`src/rtl/ebml_enc_pkg.sv`:
```
package ebml_enc_pkg;

   typedef struct packed {
      logic [1:0]  op;
      logic [27:0] element_id;
      logic [55:0] length_value;
      logic [63:0] payload_number;
   } req_type;

   typedef struct packed {
      logic [7:0] out_byte;
      logic       last_byte;
   } rsp_type;

   // operation codes
   localparam logic [1:0] OP_VINT   = 2'd0;
   localparam logic [1:0] OP_NUMBER = 2'd1;
   localparam logic [1:0] OP_HEADER = 2'd2;

   localparam logic [3:0] ID_CAP     = 4'd4;
   localparam logic [3:0] LV_CAP     = 4'd8;
   localparam logic [3:0] MAX_GROUPS = 4'd8;
   localparam logic [6:0] GROUP_ONES = 7'h7f;
   localparam logic [7:0] SIZE_MARK  = 8'h80;

   typedef enum logic [1:0] {
      ST_IDLE,
      ST_LOAD,
      ST_SCAN,
      ST_EMIT
   } state_type;

   typedef enum logic [1:0] {
      FLD_ID,
      FLD_LV,
      FLD_PLEN,
      FLD_NUM
   } field_type;

   typedef struct packed {
      logic load;
      logic group8;
   } scan_ctrl_type;

   typedef struct packed {
      logic       done;
      logic [3:0] count;
      logic       ones;
   } scan_stat_type;

endpackage

```
`src/rtl/ebml_enc_scan.sv`:
```
module ebml_enc_scan
   import ebml_enc_pkg::*;
(
   input  logic          clock,
   input  logic          reset,
   input  scan_ctrl_type ctrl,
   input  logic [63:0]   src,
   output scan_stat_type stat
);

   logic [63:0] scan_ff, scan_in;
   logic [3:0]  count_ff, count_in;
   logic        ones_ff, ones_in;
   logic [63:0] shifted;

   // one group per cycle: 7 bits for vint values, 8 bits for payload bytes
   assign shifted = ctrl.group8 ? (scan_ff >> 8) : (scan_ff >> 7);

   always_comb begin
      stat.done  = (count_ff == MAX_GROUPS) || (shifted == 64'd0);
      stat.count = count_ff;
      stat.ones  = ones_ff;
      scan_in    = scan_ff;
      count_in   = count_ff;
      ones_in    = ones_ff;
      if (ctrl.load) begin
         scan_in  = src;
         count_in = 4'd1;
         ones_in  = (src[6:0] == GROUP_ONES);
      end else if (!stat.done) begin
         scan_in  = shifted;
         count_in = count_ff + 4'd1;
         ones_in  = ones_ff && (scan_ff[13:7] == GROUP_ONES);
      end
   end

   always_ff @(posedge clock) begin
      if (reset) begin
         count_ff <= 4'd1;
         ones_ff  <= 1'b0;
      end else begin
         count_ff <= count_in;
         ones_ff  <= ones_in;
      end
      scan_ff <= scan_in;
   end

endmodule

```
`src/rtl/ebml_element_byte_encoder.sv`:
```
// channel  direction  handshake             payload
// req      in         req_valid/req_stall   req_type: op, element_id, length_value,
//                                           payload_number
// rsp      out        rsp_valid/rsp_stall   rsp_type: out_byte, last_byte
//
// one item at a time; each vint field is sized by the shared group scanner (one
// 7-bit or 8-bit group per cycle) and then sent one byte per cycle while rsp_stall is low.
// an item starts with the transfer in idle; each vint field then has a load step, a
// scan of its groups and then its bytes; payload bytes need no scan, only a load
// step and then their bytes. An unused op is taken in idle and starts nothing.
// req_stall is high from the transfer until the last byte is in the output
// register; rsp_stall holds the output register and pauses byte generation.
// reset is synchronous and returns the block to idle with no byte pending.
module ebml_element_byte_encoder
   import ebml_enc_pkg::*;
(
   input  logic    clock,
   input  logic    reset,
   input  logic    req_valid,
   output logic    req_stall,
   input  req_type req_data,
   output logic    rsp_valid,
   input  logic    rsp_stall,
   output rsp_type rsp_data
);

   state_type     state_ff, state_in;
   field_type     fld_ff, fld_in;
   logic [1:0]    op_ff;
   logic [27:0]   id_ff;
   logic [55:0]   lv_ff;
   logic [63:0]   num_ff;
   logic [3:0]    p_ff, p_in;
   logic [63:0]   emit_ff, emit_in;
   logic [3:0]    rem_ff, rem_in;
   logic          rsp_valid_ff, rsp_valid_in;
   rsp_type       rsp_data_ff, rsp_data_in;

   scan_ctrl_type scan_ctrl;
   scan_stat_type scan_stat;
   logic [63:0]   scan_src;
   logic          accept;
   logic          slot_free;
   logic          emit_fire;
   logic          final_fld;
   logic [3:0]    len_sum;
   logic [3:0]    len_cap;
   logic [3:0]    vint_len;
   logic [2:0]    byte_sel;
   logic [7:0]    cur_byte;

   ebml_enc_scan u_scan (
      .clock (clock),
      .reset (reset),
      .ctrl  (scan_ctrl),
      .src   (scan_src),
      .stat  (scan_stat)
   );

   assign req_stall = (state_ff != ST_IDLE);
   assign accept    = req_valid && (state_ff == ST_IDLE);
   assign slot_free = !rsp_valid_ff || !rsp_stall;
   assign rsp_valid = rsp_valid_ff;
   assign rsp_data  = rsp_data_ff;

   always_comb begin
      case (fld_ff)
         FLD_ID:   scan_src = {36'd0, id_ff};
         FLD_LV:   scan_src = {8'd0, lv_ff};
         default:  scan_src = num_ff;
      endcase
   end

   // vint length: groups used, one more when every group is all ones, then capped
   assign len_sum  = scan_stat.count + {3'd0, scan_stat.ones};
   assign len_cap  = (fld_ff == FLD_ID) ? ID_CAP : LV_CAP;
   assign vint_len = (len_sum > len_cap) ? len_cap : len_sum;

   assign final_fld = (fld_ff == FLD_LV) || (fld_ff == FLD_NUM);
   assign byte_sel  = 3'(rem_ff - 4'd1);
   assign cur_byte  = emit_ff[{byte_sel, 3'b000} +: 8];

   always_comb begin
      state_in         = state_ff;
      fld_in           = fld_ff;
      p_in             = p_ff;
      emit_in          = emit_ff;
      rem_in           = rem_ff;
      emit_fire        = 1'b0;
      scan_ctrl.load   = 1'b0;
      scan_ctrl.group8 = (fld_ff == FLD_PLEN);
      case (state_ff)
         ST_IDLE: begin
            if (req_valid) begin
               case (req_data.op)
                  OP_VINT: begin
                     fld_in   = FLD_LV;
                     state_in = ST_LOAD;
                  end
                  OP_NUMBER, OP_HEADER: begin
                     fld_in   = FLD_ID;
                     state_in = ST_LOAD;
                  end
                  default: state_in = ST_IDLE;
               endcase
            end
         end
         ST_LOAD: begin
            if (fld_ff == FLD_NUM) begin
               emit_in  = num_ff;
               rem_in   = p_ff;
               state_in = ST_EMIT;
            end else begin
               scan_ctrl.load = 1'b1;
               state_in       = ST_SCAN;
            end
         end
         ST_SCAN: begin
            if (scan_stat.done) begin
               if (fld_ff == FLD_PLEN) begin
                  p_in    = scan_stat.count;
                  emit_in = {56'd0, SIZE_MARK | {4'd0, scan_stat.count}};
                  rem_in  = 4'd1;
               end else begin
                  emit_in = scan_src | (64'd1 << (6'(vint_len) * 6'd7));
                  rem_in  = vint_len;
               end
               state_in = ST_EMIT;
            end
         end
         ST_EMIT: begin
            if (slot_free) begin
               emit_fire = 1'b1;
               rem_in    = rem_ff - 4'd1;
               if (rem_ff == 4'd1) begin
                  if (final_fld) begin
                     state_in = ST_IDLE;
                  end else begin
                     state_in = ST_LOAD;
                     case (fld_ff)
                        FLD_ID:  fld_in = (op_ff == OP_NUMBER) ? FLD_PLEN : FLD_LV;
                        default: fld_in = FLD_NUM;
                     endcase
                  end
               end
            end
         end
         default: state_in = ST_IDLE;
      endcase
   end

   always_comb begin
      rsp_data_in  = rsp_data_ff;
      rsp_valid_in = rsp_valid_ff;
      if (emit_fire) begin
         rsp_valid_in          = 1'b1;
         rsp_data_in.out_byte  = cur_byte;
         rsp_data_in.last_byte = final_fld && (rem_ff == 4'd1);
      end else if (!rsp_stall) begin
         rsp_valid_in = 1'b0;
      end
   end

   always_ff @(posedge clock) begin
      if (reset) begin
         state_ff     <= ST_IDLE;
         fld_ff       <= FLD_ID;
         rem_ff       <= 4'd1;
         p_ff         <= 4'd1;
         rsp_valid_ff <= 1'b0;
      end else begin
         state_ff     <= state_in;
         fld_ff       <= fld_in;
         rem_ff       <= rem_in;
         p_ff         <= p_in;
         rsp_valid_ff <= rsp_valid_in;
      end
      emit_ff     <= emit_in;
      rsp_data_ff <= rsp_data_in;
      if (accept) begin
         op_ff  <= req_data.op;
         id_ff  <= req_data.element_id;
         lv_ff  <= req_data.length_value;
         num_ff <= req_data.payload_number;
      end
   end

   // the final byte of an item always returns the sequencer to idle
   assert property (@(posedge clock) disable iff (reset)
      (emit_fire && final_fld && (rem_ff == 4'd1)) |=> (state_ff == ST_IDLE))
      else $error("sequencer not idle after final byte");

   // a valid op starts a field load right after the transfer
   assert property (@(posedge clock) disable iff (reset)
      (accept && (req_data.op == OP_VINT || req_data.op == OP_NUMBER ||
                  req_data.op == OP_HEADER)) |=> (state_ff == ST_LOAD))
      else $error("accepted item did not start");

   // bytes left to send stay within one 64-bit word
   assert property (@(posedge clock) disable iff (reset)
      (state_ff == ST_EMIT) |-> (rem_ff >= 4'd1 && rem_ff <= 4'd8))
      else $error("byte count out of range");

   // scanned group count stays within eight groups
   assert property (@(posedge clock) disable iff (reset)
      (state_ff == ST_SCAN) |-> (scan_stat.count >= 4'd1 && scan_stat.count <= MAX_GROUPS))
      else $error("group count out of range");

endmodule
```
`config.mk`:
```
export PLATFORM = sky130hd
export DESIGN_NAME = ebml_element_byte_encoder
export DESIGN_NICKNAME = d
export VERILOG_FILES = /design/src/rtl/ebml_enc_pkg.sv /design/src/rtl/ebml_enc_scan.sv /design/src/rtl/ebml_element_byte_encoder.sv
export SDC_FILE = /design/constraint.sdc
export NUM_CORES = 1
export LEC_CHECK = 0
export BUFFER_PORTS_ARGS = -buffer_cell sky130_fd_sc_hd__buf_2
export CORE_ASPECT_RATIO = 1.25
export CORE_MARGIN = 2
export CORE_UTILIZATION = 40
export CTS_CLUSTER_DIAMETER = 100
export DETAILED_ROUTE_END_ITERATION = 7
export GPL_TIMING_DRIVEN = 0
export PLACE_DENSITY = 0.65
export SYNTH_ARGS = -nofsm -noshare
export SYNTH_HDL_FRONTEND = slang
export SYNTH_HIERARCHICAL = 1
export SYNTH_SLANG_ARGS = --single-unit
```
`constraint.sdc`:
```
create_clock -name clock -period 5.2 [get_ports clock]
set_input_delay 0.52 -clock clock [delete_from_list [all_inputs] [get_ports clock]]
set_output_delay 0.52 -clock clock [all_outputs]
set_load 0.02 [all_outputs]
```
After elaboration in Yosys (flattened, before gate mapping)
Index checks and enable logic that the tools add are counted.
{"block": "totals", "elab_cells": 108, "inputBits": 154, "out_inout_bits": 11, "regBits": 305}
{"block": "classes", "shifts": 2, "muxes": 39, "n_lt_le_gt_ge": 1, "n_mul": 1, "n_bitwise": 1, "reduce_logical": 24, "eq_ne": 22, "addsub": 3}
{"operator": "$mux 64", "count": 5}
{"operator": "$pmux 64 s2", "count": 2}
{"operator": "$logic_not 64->1", "count": 1}
{"operator": "$or 64x64->64", "count": 1}
{"operator": "$shiftx 64x7->8", "count": 1}
{"operator": "$shl 1x6->64 const A", "count": 1}
{"operator": "$mux 57", "count": 1}
{"operator": "$mux 4", "count": 6}
{"operator": "$mux 2", "count": 10}
{"operator": "$eq 7x7->1 const B", "count": 2}
{"operator": "$ne 2x2->1 const B", "count": 7}
{"operator": "$pmux 4 s3", "count": 1}
{"operator": "$mux 1", "count": 11}
{"operator": "$eq 2x2->1 const B", "count": 5}
{"operator": "$eq 2x1->1 const B", "count": 4}
{"operator": "$pmux 2 s2", "count": 2}
{"operator": "$pmux 2 s4", "count": 1}
{"operator": "$reduce_and 4->1", "count": 2}
{"operator": "$logic_not 2->1", "count": 3}
{"operator": "$mul 4x3->6 const B", "count": 1}
{"operator": "$reduce_and 3->1", "count": 2}
{"operator": "$reduce_and 6->1", "count": 1}
{"operator": "$reduce_bool 2->1", "count": 3}
{"operator": "$add 4x1->4", "count": 1}
{"operator": "other kinds (13)", "count": 19}

Depth between registers and ports, before layout
{"block": "logic_depth", "depth_word": 10, "ltp_mapped": 19, "ltp_nobuf": 17}

Modules after synthesis
Netlist, hierarchy kept.
{"mod": "ebml_element_byte_encoder", "seq_area_each_um2": 6956.7, "instances": 1, "cells_per_inst": 764, "area_each_um2": 10777.8}
{"mod": "ebml_enc_scan", "seq_area_each_um2": 1811.7, "instances": 1, "cells_per_inst": 301, "area_each_um2": 3286.9}

Least setup slack after synthesis
No wires, ideal clock.
{"block": "synth_timing", "path_kind": "flip-flop to flip-flop", "startpoint": "reg fld_ff[0]", "endpoint": "reg emit_ff[0], enable pin", "required_ns": 4.714, "synth_period_minus_slack_ns": 5.278, "arrival_time_ns": 4.792, "setup_time_ns": 0.486, "path_stages_with_launch": 10, "slack_ns": -0.078, "path_buffers": 1, "cell_sequence": "dfxtp_1 -> buf_2 -> nand2b_1 -> inv_1 -> or4_1 -> or3_1 -> a211oi_2 -> a41o_2 -> mux2i_1 -> nor2_1"}
{"item": "start, declared", "line_no": "ebml_element_byte_encoder.sv:28", "source": "field_type fld_ff, fld_in;"}
{"item": "start signal, assigned", "line_no": "ebml_element_byte_encoder.sv:173", "source": "fld_ff <= fld_in;"}
{"item": "end signal, assigned", "line_no": "ebml_element_byte_encoder.sv:178", "source": "emit_ff <= emit_in;"}
{"item": "end, declared", "line_no": "ebml_element_byte_encoder.sv:34", "source": "logic [63:0] emit_ff, emit_in;"}

Final worst setup path
{"block": "layout_timing", "startpoint": "reg u_scan.count_ff[0]", "endpoint": "reg emit_ff[25] (data pin)"}
{"block": "layout_between", "elab_chain_len": 9}
{"item": "start, declared", "line_no": "ebml_enc_scan.sv:12", "source": "logic [3:0] count_ff, count_in;"}
{"item": "start signal, assigned", "line_no": "ebml_enc_scan.sv:42", "source": "count_ff <= count_in;"}
{"item": "$add 4x1->4 *", "line_no": "ebml_element_byte_encoder.sv:75", "source": "assign len_sum = scan_stat.count + {3'd0, scan_stat.ones};"}
{"item": "$gt 4x4->1", "line_no": "ebml_element_byte_encoder.sv:77", "source": "assign vint_len = (len_sum > len_cap) ? len_cap : len_sum;"}
{"item": "$mux 4 *", "line_no": "ebml_element_byte_encoder.sv:77"}
{"item": "$mul 4x3->6 *", "line_no": "ebml_element_byte_encoder.sv:125", "source": "emit_in = scan_src | (64'd1 << (6'(vint_len) * 6'd7));"}
{"item": "$shl 1x6->64 *", "line_no": "ebml_element_byte_encoder.sv:125"}
{"item": "$or 64x64->64 *", "line_no": "ebml_element_byte_encoder.sv:125"}
{"item": "$mux 64 *", "line_no": "ebml_element_byte_encoder.sv:120", "source": "if (fld_ff == FLD_PLEN) begin"}
{"item": "$mux 64 *", "line_no": "ebml_element_byte_encoder.sv:119", "source": "if (scan_stat.done) begin"}
{"item": "$pmux 64 s2 *", "line_no": "ebml_element_byte_encoder.sv:92", "source": "case (state_ff)"}
{"item": "named net emit_in[25]", "line_no": "ebml_element_byte_encoder.sv:34"}
Mark *: on every way through the listed nets, which the timed path passes. The rest lies on a longest branch. The select of a mux whose other input is x is not followed.
A chain may end at the register's enable or synchronous reset.

==> impl_results.md <==
* Outcome: completed
* Number of I/O pins at 165
* Core Footprint at 0.0345 mm²
* Hold-fix buffers, CTS at 0
* Pre-CTS setup slack at 124 ps
* Crit-path max FO at 10
* Num CTS Buffers at 31
* Layout cells sized above 1 at 0.235
* Worst endpoint required time at 5530 ps
* Diodes inserted at 0
* Number of H-tree levels at 1
* Setup violations, final at 0
* Number of max-cap violations at 0
* Gr usage total at 0.225
* Effective utilization at floorplan at 0.407
* Drt first-iter violations at 1,296
* Max Clock Freq at 206 MHz
* WS Path Type: register to register
* RSZ-0062 raised after global routing: false
* Critical path launch point: u_scan/count_ff[0]
* Min Tclk post-route at 4860 ps
* Port Buffers at 164
* Antenna Nets Post-Route at 0
* RR Startpoint: u_scan/count_ff[0]
* Final period util at 0.934
* Area growth syn-to-layout at 18.6%
* Met1 WL at 15,900 µm
* Main flop type after synthesis: edfxtp_1
* TritonRoute pass-1 iters at 7
* Sequential share of the synthesized area at 0.623
* Vias at 10,100
* Final nets at 1,449
* Post-synthesis average cell area at 13.2 µm²
* Min-Delay Path Class: input port to register
* Setup ws final at 343 ps
* Largest net degree at the start of global routing at 69
* Clock Latency Late Sink at 610 ps
* Die X at 172 µm
* Clk_skew at 30.6 ps
* Hold path start: req_data[55]
* Crit-path max cell delay at 530 ps
* PD cells at 575 mW/mm²
* Critical path buffers and inverters at 3
* Hpwl dp at 31,100 µm
* Top Layer Used: met4
* Worst slew margin at 0.239
* Root Driver: clkbuf_16
* Initial antenna violation count at 1
* Clock Sink Count at 298
* Crit-path leading delay family: adder cells
* Filler cells at 3,016
* Max Buffers Root-to-Sink at 3
* Die area at 0.0367 mm²
* Reg clk slew, reported paths at 70 ps
* Hold Fails Final Rpt at 0
* DRC viols at 0
* Slew Viols, Final at 0
* Worst path cell trace: ha_1 > nand3_1 > xnor2_1 > ha_1 > nor2b_1 > nor3b_2 > ha_1 > inv_1 > ha_1 > ha_1 > inv_1 > fa_1 > nand2b_2 > nor3_1 > nor4_4 > clkbuf_2 > o21ai_0
* Vias/cell at 5.72
* Gr ovfl total at 0
* Yosys reg bits at 298
* Syn nets at 1,246
* CP Capture Type: register
* Final WL at 41,300 µm
* Worst vdd ir at 0.300 mV
* WL/cell at 23.5 µm
* Chip height at 214 µm
* Yosys warns at 6
* Gpl congestion at 0.991
* Number of flops mapped to enable cells by yosys at 280
* TritonCTS clock tree: done
* Storage cell area at 0.00877 mm²
* Least-Margin Pin Slew at 1140 ps
* Vias in the first global route at 9,782
* Mapped Cells at 1,065
* Yosys cell types at 74
* Synth async-reset ratio at 0
* # rows at 76
* Hold WS at 84.4 ps
* CP arrival at 5180 ps
* Metal3 WL at 3520 µm
* Multi-input logic area at 0.00490 mm²
* Leak pwr at 0.00603 µW
* Met2 wire length at 19,900 µm
* CP Launch Type: register
* Netlist Area Pre-Place at 0.0141 mm²
* Cell mode on critical path: ha_1
* Slowest cell on the critical path: nor4_4
* Global-route wire length before repair at 60,300 µm
==> layout make-up <==
class / instances / share of cell area
Tap cell: 468 / 0.0351
Sequential cell: 298 / 0.525
Clock inverter: 23 / 0.0180
Timing Repair Buffer: 170 / 0.0558
Clock buffer: 34 / 0.0472
Multi-Input combinational cell: 673 / 0.294
Buffer: 67 / 0.0184
Inverter: 27 / 0.00607
==> cells by family (layout without fill, tap and decap cells) <==
logic type | Yosys count | after routing | share of synthesized area
XOR/XNOR | 5 | 5 | 0.00311
AND/OR/NAND/NOR | 248 | 248 | 0.0898
multiplexers | 119 | 119 | 0.102
buffers and inverters | 94 | 321 | 0.0291
flip-flops | 298 | 298 | 0.623
adder cells (fa/ha/maj) | 27 | 27 | 0.0256
AO/OA/AOI/OAI | 274 | 274 | 0.127
==> through the flow <==
step | util | cells | area [µm²] | setup TNS [ps] | total power [µW]
final | 0.483 | 1760 | 16700 | 0 | 9600
after detailed placement | 0.451 | 1701 | 15600 | 0 | 7160
after floorplan | - | 1065 | 14100 | 0 | 5970
after CTS | 0.483 | 1758 | 16700 | 0 | 9550
after global routing | 0.483 | 1760 | 16700 | 0 | 10000
after global placement | 0.448 | 1697 | 15500 | -131040 | 7130
==> registers in the layout (all words and copies together), names as in the netlist <==
signal,flops
p_ff,4
id_ff,28
lv_ff,56
emit_ff,64
rem_ff,4
op_ff,2
rsp_data,9
state_ff,2
u_scan/ones_ff,1
u_scan/count_ff,4
rsp_valid,1
fld_ff,2
num_ff,64
u_scan/scan_ff,57
==> synth_stat cells, types with 12 or more instances <==
master,n,area [µm²]
a21oi_1,29,145
mux2_2,18,203
mux2i_1,83,831
nor2_1,42,158
a22o_1,31,272
o21ai_0,122,611
edfxtp_1,280,8410
a22oi_1,36,270
mux4_2,16,360
nand2_1,95,357
ha_1,24,300
nand3_1,14,70.1
buf_2,23,115
clkbuf_1,37,139
and2_1,18,113
dfxtp_1,18,360
o22ai_1,15,93.8
inv_1,26,97.6
nor3_1,12,60.1
==> layout by cell type (no fill, tap or decap), drive strengths merged, types with 16 or more instances in the layout <==
cell,count
edfxtp,280
mux2i,85
nor2,43
buf,199
a21oi,30
clkbuf,72
inv,30
and2,18
mux4,16
dfxtp,18
a22oi,36
nand2,95
ha,24
o21ai,123
mux2,18
a22o,31
==> layer usage <==
metal | track usage | vias to the layer above
met2 | 0.369 | 568
met3 | 0.0423 | 105
li1 | - | 4524
met4 | 0.108 | 0
met5 | 0 | -
met1 | 0.288 | 4867
==> final timing paths <==
path	slack (ps)	cells past startpoint	end
worst min-delay path	80	1	num_ff[55]
worst min register to register	490	2	p_ff[3]
worst max register to register	340	17	emit_ff[25]
worst max-delay path	340	17	emit_ff[25]
==> where the power goes <==
part	total (µW)	internal [µW]	switching (µW)
combinational	3350	1160	2180
clock	2380	1400	983
sequential	3870	3510	353
total	9600	6080	3520
==> what timing repair did <==
| action | 4_1_cts | 5_1_grt |
|---|---|---|
| gates resized for setup | 0 | 1 |
| setup endpoints to repair | 0 | 55 |
| buffers inserted | 0 | 2 |
Note: power is estimated with default switching activity, not from simulation.
